===== src/assert_macros.svh =====
// assertion macros used by the top-level rtl file
`ifndef ASSERT_MACROS_SVH
`define ASSERT_MACROS_SVH

// property that must hold at every sampled edge out of reset
`define ASSERT_ALWAYS(label, expr) \
    label: assert property (@(posedge clk) disable iff (!rst_n) (expr)) \
        else $error("assertion failed: invariant");

// same-cycle implication
`define ASSERT_IMPLIES(label, ante, cons) \
    label: assert property (@(posedge clk) disable iff (!rst_n) (ante) |-> (cons)) \
        else $error("assertion failed: implication");

// next-cycle implication
`define ASSERT_NEXT(label, ante, cons) \
    label: assert property (@(posedge clk) disable iff (!rst_n) (ante) |=> (cons)) \
        else $error("assertion failed: next-cycle implication");

`endif


===== src/clnwq_pkg.sv =====
// shared types and constants of the character display write queue
package clnwq_pkg;

    localparam int QUEUE_DEPTH = 16;
    localparam int PTR_W       = $clog2(QUEUE_DEPTH);
    localparam int CNT_W       = $clog2(QUEUE_DEPTH + 1);
    localparam int ENTRY_W     = 9;

    localparam int CMD_FIFO_DEPTH = 2;
    localparam int CF_PTR_W       = $clog2(CMD_FIFO_DEPTH);
    localparam int CF_CNT_W       = $clog2(CMD_FIFO_DEPTH + 1);

    localparam logic [1:0] KIND_TEXT    = 2'd0;
    localparam logic [1:0] KIND_CMD     = 2'd1;
    localparam logic [1:0] KIND_TICK    = 2'd2;

    localparam logic [2:0] STATUS_ENQUEUED = 3'd0;
    localparam logic [2:0] STATUS_DROPPED  = 3'd1;
    localparam logic [2:0] STATUS_BUSY     = 3'd2;
    localparam logic [2:0] STATUS_EMPTY    = 3'd3;
    localparam logic [2:0] STATUS_SENT     = 3'd4;

    typedef enum logic [1:0] {
        OP_ENQ,
        OP_BUSY,
        OP_TICK
    } op_code_t;

    typedef struct packed {
        op_code_t    code;
        logic [7:0]  data;
        logic        is_cmd;
    } op_t;

    typedef struct packed {
        logic [CNT_W-1:0] count;
        logic             idle;
    } back_stat_t;

endpackage


===== src/clnwq_ram.sv =====
// generic single-port-write, single-port-read ram with registered read
module clnwq_ram #(
    parameter int WIDTH = 8,
    parameter int DEPTH = 16
) (
    input  logic                     clk,
    input  logic                     wr_en,
    input  logic [$clog2(DEPTH)-1:0] wr_addr,
    input  logic [WIDTH-1:0]         wr_data,
    input  logic                     rd_en,
    input  logic [$clog2(DEPTH)-1:0] rd_addr,
    output logic [WIDTH-1:0]         rd_data
);

    logic [WIDTH-1:0] mem [DEPTH];
    logic [WIDTH-1:0] rd_data_reg;

    always_ff @(posedge clk)
    begin
        if (wr_en)
        begin
            mem[wr_addr] <= wr_data;
        end
        if (rd_en)
        begin
            rd_data_reg <= mem[rd_addr];
        end
    end

    assign rd_data = rd_data_reg;

endmodule


===== src/clnwq_front.sv =====
// front end: takes requests and turns them into queue operations
module clnwq_front (
    input  logic              in_valid,
    output logic              in_ready,
    input  logic [1:0]        kind,
    input  logic [7:0]        byte_value,
    input  logic              busy_flag,
    input  logic              fifo_full,
    output logic              push,
    output clnwq_pkg::op_t    push_op
);
    import clnwq_pkg::*;

    logic known_kind;

    assign in_ready   = !fifo_full;
    assign known_kind = (kind == KIND_TEXT) || (kind == KIND_CMD) || (kind == KIND_TICK);
    // unused kind code is swallowed without a result
    assign push       = in_valid && in_ready && known_kind;

    always_comb
    begin
        push_op.data   = byte_value;
        push_op.is_cmd = (kind == KIND_CMD);
        case (kind)
            KIND_TEXT, KIND_CMD: push_op.code = OP_ENQ;
            KIND_TICK:           push_op.code = busy_flag ? OP_BUSY : OP_TICK;
            default:             push_op.code = OP_ENQ;
        endcase
    end

endmodule


===== src/clnwq_cmd_fifo.sv =====
// short operation queue between front and back end
module clnwq_cmd_fifo (
    input  logic              clk,
    input  logic              rst_n,
    input  logic              push,
    input  clnwq_pkg::op_t    push_op,
    output logic              full,
    input  logic              pop,
    output clnwq_pkg::op_t    pop_op,
    output logic              empty
);
    import clnwq_pkg::*;

    op_t                 entries_reg [CMD_FIFO_DEPTH];
    logic [CF_PTR_W-1:0] wr_ptr_reg, wr_ptr_next;
    logic [CF_PTR_W-1:0] rd_ptr_reg, rd_ptr_next;
    logic [CF_CNT_W-1:0] count_reg, count_next;
    logic                do_push, do_pop;

    assign full    = (count_reg == CF_CNT_W'(CMD_FIFO_DEPTH));
    assign empty   = (count_reg == '0);
    assign do_push = push && !full;
    assign do_pop  = pop && !empty;
    assign pop_op  = entries_reg[rd_ptr_reg];

    always_comb
    begin
        wr_ptr_next = wr_ptr_reg;
        rd_ptr_next = rd_ptr_reg;
        count_next  = count_reg;
        if (do_push)
        begin
            wr_ptr_next = (wr_ptr_reg == CF_PTR_W'(CMD_FIFO_DEPTH - 1)) ? '0
                          : wr_ptr_reg + 1'b1;
        end
        if (do_pop)
        begin
            rd_ptr_next = (rd_ptr_reg == CF_PTR_W'(CMD_FIFO_DEPTH - 1)) ? '0
                          : rd_ptr_reg + 1'b1;
        end
        if (do_push && !do_pop)
        begin
            count_next = count_reg + 1'b1;
        end
        else if (do_pop && !do_push)
        begin
            count_next = count_reg - 1'b1;
        end
    end

    always_ff @(posedge clk or negedge rst_n)
    begin
        if (!rst_n)
        begin
            wr_ptr_reg <= '0;
            rd_ptr_reg <= '0;
            count_reg  <= '0;
        end
        else
        begin
            wr_ptr_reg <= wr_ptr_next;
            rd_ptr_reg <= rd_ptr_next;
            count_reg  <= count_next;
        end
    end

    always_ff @(posedge clk)
    begin
        if (do_push)
        begin
            entries_reg[wr_ptr_reg] <= push_op;
        end
    end

endmodule


===== src/clnwq_back.sv =====
// back end: ring queue bookkeeping, entry fetch and nibble sequencing
module clnwq_back (
    input  logic                  clk,
    input  logic                  rst_n,
    input  logic                  op_valid,
    input  clnwq_pkg::op_t        op,
    output logic                  op_pop,
    output logic                  out_valid,
    input  logic                  out_ready,
    output logic [2:0]            status,
    output logic [3:0]            nibble,
    output logic                  reg_select,
    output logic                  last,
    output clnwq_pkg::back_stat_t stat
);
    import clnwq_pkg::*;

    typedef enum logic [1:0] {
        S_IDLE,
        S_FETCH,
        S_LOW
    } state_t;

    state_t           state_reg, state_next;
    logic [PTR_W-1:0] rptr_reg, rptr_next;
    logic [PTR_W-1:0] wptr_reg, wptr_next;
    logic [CNT_W-1:0] count_reg, count_next;
    logic             out_valid_reg, out_valid_next;
    logic [2:0]       status_reg, status_next;
    logic [3:0]       nibble_reg, nibble_next;
    logic             rs_reg, rs_next;
    logic             last_reg, last_next;
    logic [3:0]       low_reg, low_next;

    logic               out_free;
    logic               ram_wr_en, ram_rd_en;
    logic [ENTRY_W-1:0] ram_rd_data;

    clnwq_ram #(
        .WIDTH (ENTRY_W),
        .DEPTH (QUEUE_DEPTH)
    ) u_ram (
        .clk     (clk),
        .wr_en   (ram_wr_en),
        .wr_addr (wptr_reg),
        .wr_data ({op.is_cmd, op.data}),
        .rd_en   (ram_rd_en),
        .rd_addr (rptr_reg),
        .rd_data (ram_rd_data)
    );

    assign out_free = !out_valid_reg || out_ready;

    always_comb
    begin
        state_next     = state_reg;
        rptr_next      = rptr_reg;
        wptr_next      = wptr_reg;
        count_next     = count_reg;
        out_valid_next = out_valid_reg && !out_ready;
        status_next    = status_reg;
        nibble_next    = nibble_reg;
        rs_next        = rs_reg;
        last_next      = last_reg;
        low_next       = low_reg;
        op_pop         = 1'b0;
        ram_wr_en      = 1'b0;
        ram_rd_en      = 1'b0;
        case (state_reg)
            S_IDLE:
            begin
                if (op_valid && out_free)
                begin
                    op_pop         = 1'b1;
                    out_valid_next = 1'b1;
                    nibble_next    = 4'd0;
                    rs_next        = 1'b0;
                    last_next      = 1'b1;
                    case (op.code)
                        OP_ENQ:
                        begin
                            if (count_reg == CNT_W'(QUEUE_DEPTH))
                            begin
                                status_next = STATUS_DROPPED;
                            end
                            else
                            begin
                                ram_wr_en   = 1'b1;
                                wptr_next   = (wptr_reg == PTR_W'(QUEUE_DEPTH - 1)) ? '0
                                              : wptr_reg + 1'b1;
                                count_next  = count_reg + 1'b1;
                                status_next = STATUS_ENQUEUED;
                            end
                        end
                        OP_BUSY:
                        begin
                            status_next = STATUS_BUSY;
                        end
                        OP_TICK:
                        begin
                            if (count_reg == '0)
                            begin
                                status_next = STATUS_EMPTY;
                            end
                            else
                            begin
                                // no result yet: wait for the entry to come out of the ram
                                out_valid_next = out_valid_reg && !out_ready;
                                ram_rd_en      = 1'b1;
                                rptr_next      = (rptr_reg == PTR_W'(QUEUE_DEPTH - 1)) ? '0
                                                 : rptr_reg + 1'b1;
                                count_next     = count_reg - 1'b1;
                                state_next     = S_FETCH;
                            end
                        end
                        default:
                        begin
                            out_valid_next = out_valid_reg && !out_ready;
                        end
                    endcase
                end
            end
            S_FETCH:
            begin
                if (out_free)
                begin
                    out_valid_next = 1'b1;
                    status_next    = STATUS_SENT;
                    nibble_next    = ram_rd_data[7:4];
                    rs_next        = !ram_rd_data[8];
                    last_next      = 1'b0;
                    low_next       = ram_rd_data[3:0];
                    state_next     = S_LOW;
                end
            end
            S_LOW:
            begin
                if (out_free)
                begin
                    out_valid_next = 1'b1;
                    status_next    = STATUS_SENT;
                    nibble_next    = low_reg;
                    last_next      = 1'b1;
                    state_next     = S_IDLE;
                end
            end
            default:
            begin
                state_next = S_IDLE;
            end
        endcase
    end

    always_ff @(posedge clk or negedge rst_n)
    begin
        if (!rst_n)
        begin
            state_reg     <= S_IDLE;
            rptr_reg      <= '0;
            wptr_reg      <= '0;
            count_reg     <= '0;
            out_valid_reg <= 1'b0;
            status_reg    <= STATUS_ENQUEUED;
            nibble_reg    <= '0;
            rs_reg        <= 1'b0;
            last_reg      <= 1'b0;
            low_reg       <= '0;
        end
        else
        begin
            state_reg     <= state_next;
            rptr_reg      <= rptr_next;
            wptr_reg      <= wptr_next;
            count_reg     <= count_next;
            out_valid_reg <= out_valid_next;
            status_reg    <= status_next;
            nibble_reg    <= nibble_next;
            rs_reg        <= rs_next;
            last_reg      <= last_next;
            low_reg       <= low_next;
        end
    end

    assign out_valid  = out_valid_reg;
    assign status     = status_reg;
    assign nibble     = nibble_reg;
    assign reg_select = rs_reg;
    assign last       = last_reg;
    assign stat.count = count_reg;
    assign stat.idle  = (state_reg == S_IDLE);

endmodule


===== src/char_lcd_nibble_write_queue_unit.sv =====
// top level of the character display write queue with a 4-bit bus
`include "assert_macros.svh"

// Character display write queue. Each request is a text byte, a command byte
// or a tick that carries the display's sampled busy flag. Bytes go into a ring
// queue of QUEUE_DEPTH entries held in a ram; a byte offered to a full queue is
// dropped and answered with the dropped status. A tick with busy set answers
// busy, a ready tick on an empty queue answers empty, and a ready tick on a
// non-empty queue sends the oldest entry as two results, upper nibble first,
// with reg_select low for commands and last set on the second one. An unused
// kind code is absorbed and gives no result. Timing: a two-deep operation
// queue decouples the request side from the result side, so requests are taken
// while results wait, until that queue fills. The back end answers a request
// with a single result from its idle state; a send goes through a fetch state
// for the registered ram read and then shows each nibble in turn, every step
// waiting while the result register is held. The queue contents need no
// clearing after reset; only pointers, counts, state and outputs are reset.
module char_lcd_nibble_write_queue_unit (
    input  logic       clk,
    input  logic       rst_n,
    input  logic       in_valid,
    output logic       in_ready,
    input  logic [1:0] kind,
    input  logic [7:0] byte_value,
    input  logic       busy_flag,
    output logic       out_valid,
    input  logic       out_ready,
    output logic [2:0] status,
    output logic [3:0] nibble,
    output logic       reg_select,
    output logic       last
);
    import clnwq_pkg::*;

    // front to queue
    logic       push;
    op_t        push_op;
    logic       fifo_full;

    // queue to back
    logic       fifo_empty;
    logic       op_pop;
    op_t        pop_op;

    back_stat_t stat;

    // upper nibble of a send currently shown on the result side
    logic       high_shown;

    clnwq_front u_front (
        .in_valid   (in_valid),
        .in_ready   (in_ready),
        .kind       (kind),
        .byte_value (byte_value),
        .busy_flag  (busy_flag),
        .fifo_full  (fifo_full),
        .push       (push),
        .push_op    (push_op)
    );

    clnwq_cmd_fifo u_cmd_fifo (
        .clk     (clk),
        .rst_n   (rst_n),
        .push    (push),
        .push_op (push_op),
        .full    (fifo_full),
        .pop     (op_pop),
        .pop_op  (pop_op),
        .empty   (fifo_empty)
    );

    // back end owns the ring queue and the result register
    clnwq_back u_back (
        .clk        (clk),
        .rst_n      (rst_n),
        .op_valid   (!fifo_empty),
        .op         (pop_op),
        .op_pop     (op_pop),
        .out_valid  (out_valid),
        .out_ready  (out_ready),
        .status     (status),
        .nibble     (nibble),
        .reg_select (reg_select),
        .last       (last),
        .stat       (stat)
    );

    assign high_shown = out_valid && (status == STATUS_SENT) && !last;

    // fill count never passes the queue depth
    `ASSERT_ALWAYS(a_count_bound, stat.count <= CNT_W'(QUEUE_DEPTH))
    // upper nibble taken means the lower nibble of the same entry is shown next
    `ASSERT_NEXT(a_low_follows, high_shown && out_ready, out_valid && status == STATUS_SENT && last)
    // status-only results carry zero data and close their request
    `ASSERT_IMPLIES(a_plain_result, out_valid && status != STATUS_SENT, last && nibble == 4'd0 && !reg_select)
    // an upper nibble is never pending while the back end is idle
    `ASSERT_IMPLIES(a_idle_no_high, stat.idle, !high_shown)

endmodule

===== config.mk =====
export PLATFORM = sky130hd
export DESIGN_NAME = char_lcd_nibble_write_queue_unit
export DESIGN_NICKNAME = d
export VERILOG_FILES = /design/src/clnwq_pkg.sv /design/src/clnwq_ram.sv /design/src/clnwq_front.sv /design/src/clnwq_cmd_fifo.sv /design/src/clnwq_back.sv /design/src/char_lcd_nibble_write_queue_unit.sv
export VERILOG_INCLUDE_DIRS = /design/src /design/src/src
export SDC_FILE = /design/constraint.sdc
export NUM_CORES = 1
export LEC_CHECK = 0
export ABC_CLOCK_PERIOD_IN_PS = 3000
export BUFFER_PORTS_ARGS = -buffer_cell sky130_fd_sc_hd__buf_2
export CAP_MARGIN = 20
export CORE_MARGIN = 2
export CORE_UTILIZATION = 60
export DETAILED_ROUTE_END_ITERATION = 10
export GPL_ROUTABILITY_DRIVEN = 0
export HOLD_SLACK_MARGIN = 0.1
export PLACE_DENSITY = 0.77
export SLEW_MARGIN = 20
export SYNTH_ARGS = -nofsm -noshare
export SYNTH_HDL_FRONTEND = slang
export SYNTH_SLANG_ARGS = --single-unit

===== constraint.sdc =====
create_clock -name clk -period 3 [get_ports clk]
set_clock_uncertainty 0.05 [all_clocks]
set_input_delay 0.15 -clock clk [delete_from_list [all_inputs] [get_ports clk]]
set_output_delay 0.15 -clock clk [all_outputs]
set_load 0.05 [all_outputs]

==> key figures, run 1 <==
Placement
  – Placed cell area: 8910 sq um
  – Post-DP HPWL: 10200 um
  – # port buffers: 25

Clocking
  – CTS Buf Count: 21
  – Worst skew pair latency: 0.50 ns
  – CTS tree: yes
  – Sinks on Clock Net: 208
  – Number of gates resized after CTS: 0
  – Clk pin slew, worst setup/hold paths: 0.06 ns
  – CTS root buf: clkbuf_16
  – Worst-case clock buffer depth: 3
  – H-tree depth: 1

Timing
  – Slew Limit Fails: 0
  – RSZ-0062 raised after global routing: false
  – Setup TNS: 0 ns
  – Worst slew margin: 41.1%
  – Crit path time final: 2.67 ns
  – Final setup viols: 0
  – Hold slack: 0.221 ns
  – Worst slew pin tran: 0.883 ns
  – Period utilization: 89.1%
  – Final hold vios: 0
  – Max Fclk: 374 MHz

Floorplanning
  – # rows: 43
  – # IOs: 26
  – Die Wd: 124 um
  – Die H: 124 um
  – CORE AREA: 13900 sq um
  – Initial Utilization: 61.5%
  – Die area: 15300 sq um

Synth
  – Net Count, Synth: 505
  – Post-Synth Simple-Gate Area: 5.39%
  – Post-Synth Adder-Cell Area: 2.71%
  – Cells after synthesis: 472
  – Synth area leader: edfxtp_1
  – Sequential element share of the synthesized area: 70.9%
  – Number of synthesized flops with an enable pin: 175
  – Compound-Gate Fraction of Synth Area: 4.13%
  – Post-synthesis xor/xnor area fraction: 1.23%
  – Area contributors post-synth: edfxtp_1, dfrtp_1, mux4_2
  – Synth warnings: 0
  – Number of distinct standard cells referenced by the synthesized netlist: 50
  – Mapped cell area: 8570 sq um
  – Main synth FF type: edfxtp_1
  – Multiplexer share of the synthesized area: 14.1%
  – Synthesized flop and latch total: 208
  – Asr flop ratio synth: 15.9%
  – Synthesized area per cell: 18.2 sq um
  – Synth top area share: 61.3%
  – Largest family of logic cells by synthesized area: multiplexers

Detailed routing
  – Remaining antenna violation count: 0
  – DRT iter0 DRCs: 462
  – WL final: 16100 um
  – Residual DRC: 0
  – Vias per inst: 5.98
  – Routed WL per cell: 22.4 um
  – Via Count: 4297
  – DRT Pass-1 Iters: 5

Layout
  – Nets@finish: 558
  – Antenna cell count: 0
  – FILL cells: 859
  – Fin area: 9730 sq um
  – Number of flip-flops in the largest register: 144
  – Layout Area Growth over Synthesis: 13.5%
  – Layout cell share with drive strength beyond 1: 23.7%

Worst setup path
  – RR Startpoint: u_cmd_fifo.rd_ptr_reg
  – Required time worst endpoint: 3.32 ns
  – Crit path DAT: 2.99 ns
  – Crit path from: u_cmd_fifo.rd_ptr_reg
  – Crit end category: flip-flop
  – RR Endpoint: u_back.count_reg[4]
  – CP Max Fanout: 6
  – R2R depth: 9
  – R2R setup slack: 0.33 ns
  – Kind of critical path: reg -> reg
  – CP Launch Type: flip-flop

Flow run
  – Max-cap violations: 0

Power and ir drop
  – P per Cell Area: 1020 nW/um^2
  – Leak Pwr: 3.46 nW
  – Worst VDD drop: 0.644 mV
  – Pwr Total: 0.00997 W

Global route
  – Total track usage: 22.5%
  – First-pass GRT wire length: 24700 um
  – Largest net degree at the start of global routing: 34
  – Initial antenna violation count: 0
  – Overflow after GRT: 0
  – Vias in the first global route: 4396

Worst hold path
  – Worst Hold Class: in -> async

Outcome
  – Status: finished clean
-- layout make-up --
class                   instances  area, sq um  area share [%]
flip-flops and latches        208         6080            62.5
multi-input cells             235         2360            24.3
clock buffers                  26          544            5.59
repair buffers                 48          348            3.57
well taps                     180          225            2.31
clock inverters                11          131            1.35
inverters                      11         41.3           0.424
-- cell families (layout without fill, tap and decap cells) --
group | after synthesis | in the layout
adder cells (fa/ha/maj) | 18 | 18
XOR/XNOR | 12 | 12
buffers and inverters | 29 | 96
flip-flops | 208 | 208
multiplexers | 70 | 70
AO/OA/AOI/OAI | 52 | 52
AND/OR/NAND/NOR | 83 | 83
-- worst max-delay path, stage by stage (launching register included) --
cell and delay [ns]:
dfrtp_1 0.42, mux2i_2 0.43, ha_1 0.40, inv_1 0.16, fa_1 0.43, nand2b_1 0.17, a21oi_1 0.16, xnor2_1 0.14
nand2_1 0.08, xnor2_1 0.13
-- repair_timing --
item	in CTS	in global routing
endpoints found under the hold margin	59	0
buffers inserted	0	0
hold buffers	15	0
-- Yosys cell counts (7+ instances only) --
library cell	count
nand2_1	19
nor2b_1	12
and3_1	10
mux2_4	7
a21oi_1	12
nor2_1	12
dfrtp_1	33
mux4_2	36
a211oi_1	9
inv_1	10
and2_1	10
mux2_2	13
ha_1	17
mux2i_1	12
o21ai_1	10
xnor2_1	10
edfxtp_1	175
-- report_power, final --
| part | total [W] | internal [W] | switching, W |
|---|---|---|---|
| logic | 0.00321 | 0.00139 | 0.00182 |
| clock network | 0.00258 | 0.00155 | 0.00103 |
| registers | 0.00418 | 0.00379 | 0.000389 |
| total | 0.00997 | 0.00673 | 0.00324 |
-- layer usage --
layer	global-route usage, %	up-vias	wire length [um]
met5	0	-	0
met3	4.11	21	921
met2	38.3	141	8250
met1	30.2	2190	6610
li1	-	1945	-
met4	5.75	0	316
-- stage by stage --
stage | util (%) | instances | setup WS (ns)
final | 69.8 | 719 | 0.327
after CTS | 69.8 | 719 | 0.324
after detailed placement | 63.9 | 667 | 0.318
after global placement | 63.9 | 667 | 0.451
after floorplan | - | 472 | 0.404
after global routing | 69.8 | 719 | 0.146
-- worst max path at each step --
stage	to	cells past startpoint	slack, ns
after floorplan	u_back.count_reg[4]	11	0.40
after global placement	u_back.count_reg[4]	9	0.45
after detailed placement	u_back.count_reg[4]	9	0.32
after CTS	u_back.count_reg[4]	9	0.32
after global routing	u_back.count_reg[4]	9	0.15
final	u_back.count_reg[4]	9	0.33
-- placed cells by master (no fill, tap or decap), types with 3 or more instances in the layout --
| cell type | n |
|---|---|
| nand3_1 | 5 |
| nand2b_1 | 4 |
| dlygate4sd3_1 | 15 |
| a21o_1 | 3 |
| buf_2 | 25 |
| inv_1 | 10 |
| a22o_1 | 4 |
| o21ai_1 | 10 |
| and3_1 | 10 |
| buf_4 | 7 |
| mux2_4 | 7 |
| edfxtp_1 | 175 |
| clkbuf_1 | 5 |
| nor2b_1 | 12 |
| xnor2_1 | 10 |
| dfrtp_1 | 32 |
| a211oi_1 | 9 |
| ha_1 | 17 |
| o21ai_0 | 5 |
| clkbuf_16 | 21 |
| a21oi_1 | 12 |
| mux2i_1 | 12 |
| mux4_2 | 36 |
| and2_1 | 10 |
| bufinv_16 | 3 |
| nand2_1 | 19 |
| mux2_2 | 13 |
| nor2_1 | 12 |
| clkinv_1 | 4 |
Note: power is estimated with default switching activity, not from simulation.
==> run 2, diff against run 1 <==
--- a/config.mk
+++ b/config.mk
@@ -10,11 +10,11 @@
 export BUFFER_PORTS_ARGS = -buffer_cell sky130_fd_sc_hd__buf_2
 export CAP_MARGIN = 20
 export CORE_MARGIN = 2
-export CORE_UTILIZATION = 60
+export CORE_UTILIZATION = 55
 export DETAILED_ROUTE_END_ITERATION = 10
 export GPL_ROUTABILITY_DRIVEN = 0
 export HOLD_SLACK_MARGIN = 0.1
-export PLACE_DENSITY = 0.77
+export PLACE_DENSITY = 0.72
 export SLEW_MARGIN = 20
 export SYNTH_ARGS = -nofsm -noshare
 export SYNTH_HDL_FRONTEND = slang
==> run 2 against run 1 <==
Against the previous run: sequential power shrank 3%; non-clock buffer count grew 1; largest cell class unchanged; critical endpoint is now u_back.u_ram.mem[3][3]; worst setup slack gained 0.037 ns; largest power group unchanged.
==> key figures, run 2 (synthesis gave the netlist of run 1 again) <==
Outcome
  – Status: finished clean

Layout
  – Antenna cell count: 0
  – Layout cell share with drive strength beyond 1: 25.4%
  – FILL cells: 1049
  – Fin util: 64.4%
  – Finished Layout Cells: 731
  – Nets@finish: 560
  – Most frequent cells in the layout: edfxtp_1, mux4_2, dfrtp_1, buf_2, clkbuf_16
  – Layout Area Growth over Synthesis: 14.1%
  – Number of flip-flops in the largest register: 144
  – Commonest non-fill, non-tap cell in the layout: edfxtp_1

Timing
  – Slew Limit Fails: 0
  – Worst slew margin: 51.0%
  – Final setup viols: 0
  – Crit path time final: 2.64 ns
  – Setup slack after layout: 0.364 ns
  – RSZ-0062 raised after global routing: false
  – Worst slew pin tran: 0.735 ns
  – Setup TNS: 0 ns
  – Max Fclk: 379 MHz
  – Period utilization: 87.9%
  – Final hold vios: 0

Worst setup path
  – Setup crit end: u_back.u_ram.mem[3][3]
  – Crit end category: flip-flop
  – CP Max Fanout: 11
  – R2R depth: 6
  – RR Startpoint: u_cmd_fifo.rd_ptr_reg
  – Crit path from: u_cmd_fifo.rd_ptr_reg
  – Kind of critical path: reg -> reg
  – R2R setup slack: 0.36 ns
  – CP max stage cell: and2_1
  – RR Endpoint: u_back.u_ram.mem[3][3]
  – Required time worst endpoint: 3.10 ns
  – CP Launch Type: flip-flop
  – Crit path DAT: 2.74 ns
  – Max stage delay on crit path: 0.52 ns
  – Crit-path cells: buf_4 > mux2i_1 > ha_1 > nand3_1 > nor3_1 > and2_1

Clocking
  – Clk pin slew, worst setup/hold paths: 0.06 ns
  – CTS tree: yes
  – Worst-case clock buffer depth: 3
  – CTS root buf: clkbuf_16
  – CTS Buf Count: 22
  – Sinks on Clock Net: 208
  – H-tree depth: 1
  – Worst skew pair latency: 0.53 ns

Power and ir drop
  – Logic pwr share: 32.7%
  – Switching Power: 0.00325 W
  – Sequential power share: 40.9%
  – Clock power frac: 26.3%
  – Sw frac: 32.7%
  – Worst VDD drop: 0.589 mV
  – Leak Pwr: 3.49 nW
  – P per Cell Area: 1010 nW/um^2
  – P_int: 0.00668 W

Global route
  – Vias in the first global route: 4540
  – First-pass GRT wire length: 24900 um
  – Largest net degree at the start of global routing: 34
  – Initial antenna violation count: 0
  – Overflow after GRT: 0
  – Total track usage: 19.8%

Floorplanning
  – Die H: 129 um
  – Die Wd: 129 um
  – # rows: 45
  – # IOs: 26
  – CORE AREA: 15200 sq um
  – Die area: 16600 sq um
  – Initial Utilization: 56.4%

Detailed routing
  – Remaining antenna violation count: 0
  – Vias per inst: 5.81
  – WL final: 15500 um
  – Met3 WL: 928 um
  – Via Count: 4245
  – DRT Pass-1 Iters: 4
  – Met2 WL: 7850 um
  – DRT iter0 DRCs: 283
  – Top sig layer: met4
  – WL met1: 6430 um
  – Residual DRC: 0
  – Routed WL per cell: 21.2 um

Placement
  – Post-Place Setup Slack: 0.396 ns
  – # port buffers: 25
  – Post-DP HPWL: 10000 um
  – DP Cell Count: 676

Flow run
  – Max-cap violations: 0

Worst hold path
  – Worst Hold Class: in -> async
## run 2: worst min-delay path by stage
| stage | depth (start not counted) | end |
|---|---|---|
| 2_1_floorplan | 0 | u_back.count_reg[0] |
| 3_3_place_gp | 1 | u_back.count_reg[3] |
| 3_5_place_dp | 1 | u_back.count_reg[3] |
| 4_1_cts | 2 | u_back.count_reg[3] |
| 5_1_grt | 2 | u_back.count_reg[3] |
| 6_report | 2 | u_cmd_fifo.wr_ptr_reg |
## run 2: power by group through the flow
stage | clock network (W) | registers, W | logic, W
finish | 0.00262 | 0.00406 | 0.00325
global route | 0.00277 | 0.00411 | 0.00356
CTS | 0.00265 | 0.00406 | 0.00328
detailed placement | 0 | 0.00412 | 0.00326
global placement | 0 | 0.00410 | 0.00318
floorplan | 0 | 0.00418 | 0.00235
## run 2: per-layer routing
layer,track usage (%),up-vias
met5,0,-
met4,5.12,0
met3,4.41,23
met2,33.5,123
met1,26.5,2144
li1,-,1955
## run 2: final cells by class
| type | instances | area [sq um] | share of cell area (%) |
|---|---|---|---|
| Clock inverter | 14 | 125 | 1.28 |
| Inverter | 11 | 41.3 | 0.422 |
| Clock buffer | 26 | 586 | 5.98 |
| Timing Repair Buffer | 49 | 355 | 3.63 |
| Multi-Input combinational cell | 235 | 2360 | 24.1 |
| Tap cell | 188 | 235 | 2.40 |
| Sequential cell | 208 | 6080 | 62.2 |
## run 2: metrics by stage
stage          cell area [sq um]  power (W)  hold slack [ns]
3_5_place_dp                8920    0.00738            0.213
2_1_floorplan               8570    0.00653           -0.196
4_1_cts                     9790     0.0100            0.219
3_3_place_gp                8920    0.00728            0.199
5_1_grt                     9790     0.0104            0.269
6_report                    9790    0.00993            0.193
## run 2: critical path: cells and delay by family (launching register included)
family / cells / cell delay, ns
AND/OR/NAND/NOR: 3 / 1.04
flip-flops: 1 / 0.38
multiplexers: 1 / 0.30
adder cells (fa/ha/maj): 1 / 0.29
buffers and inverters: 1 / 0.22
## run 2: what timing repair did
action / in CTS / in global routing
setup endpoints to repair: 0 / 0
hold buffers: 15 / 0
buffers inserted: 0 / 0
resized for setup: 0 / 0
hold endpoints to repair: 57 / 0
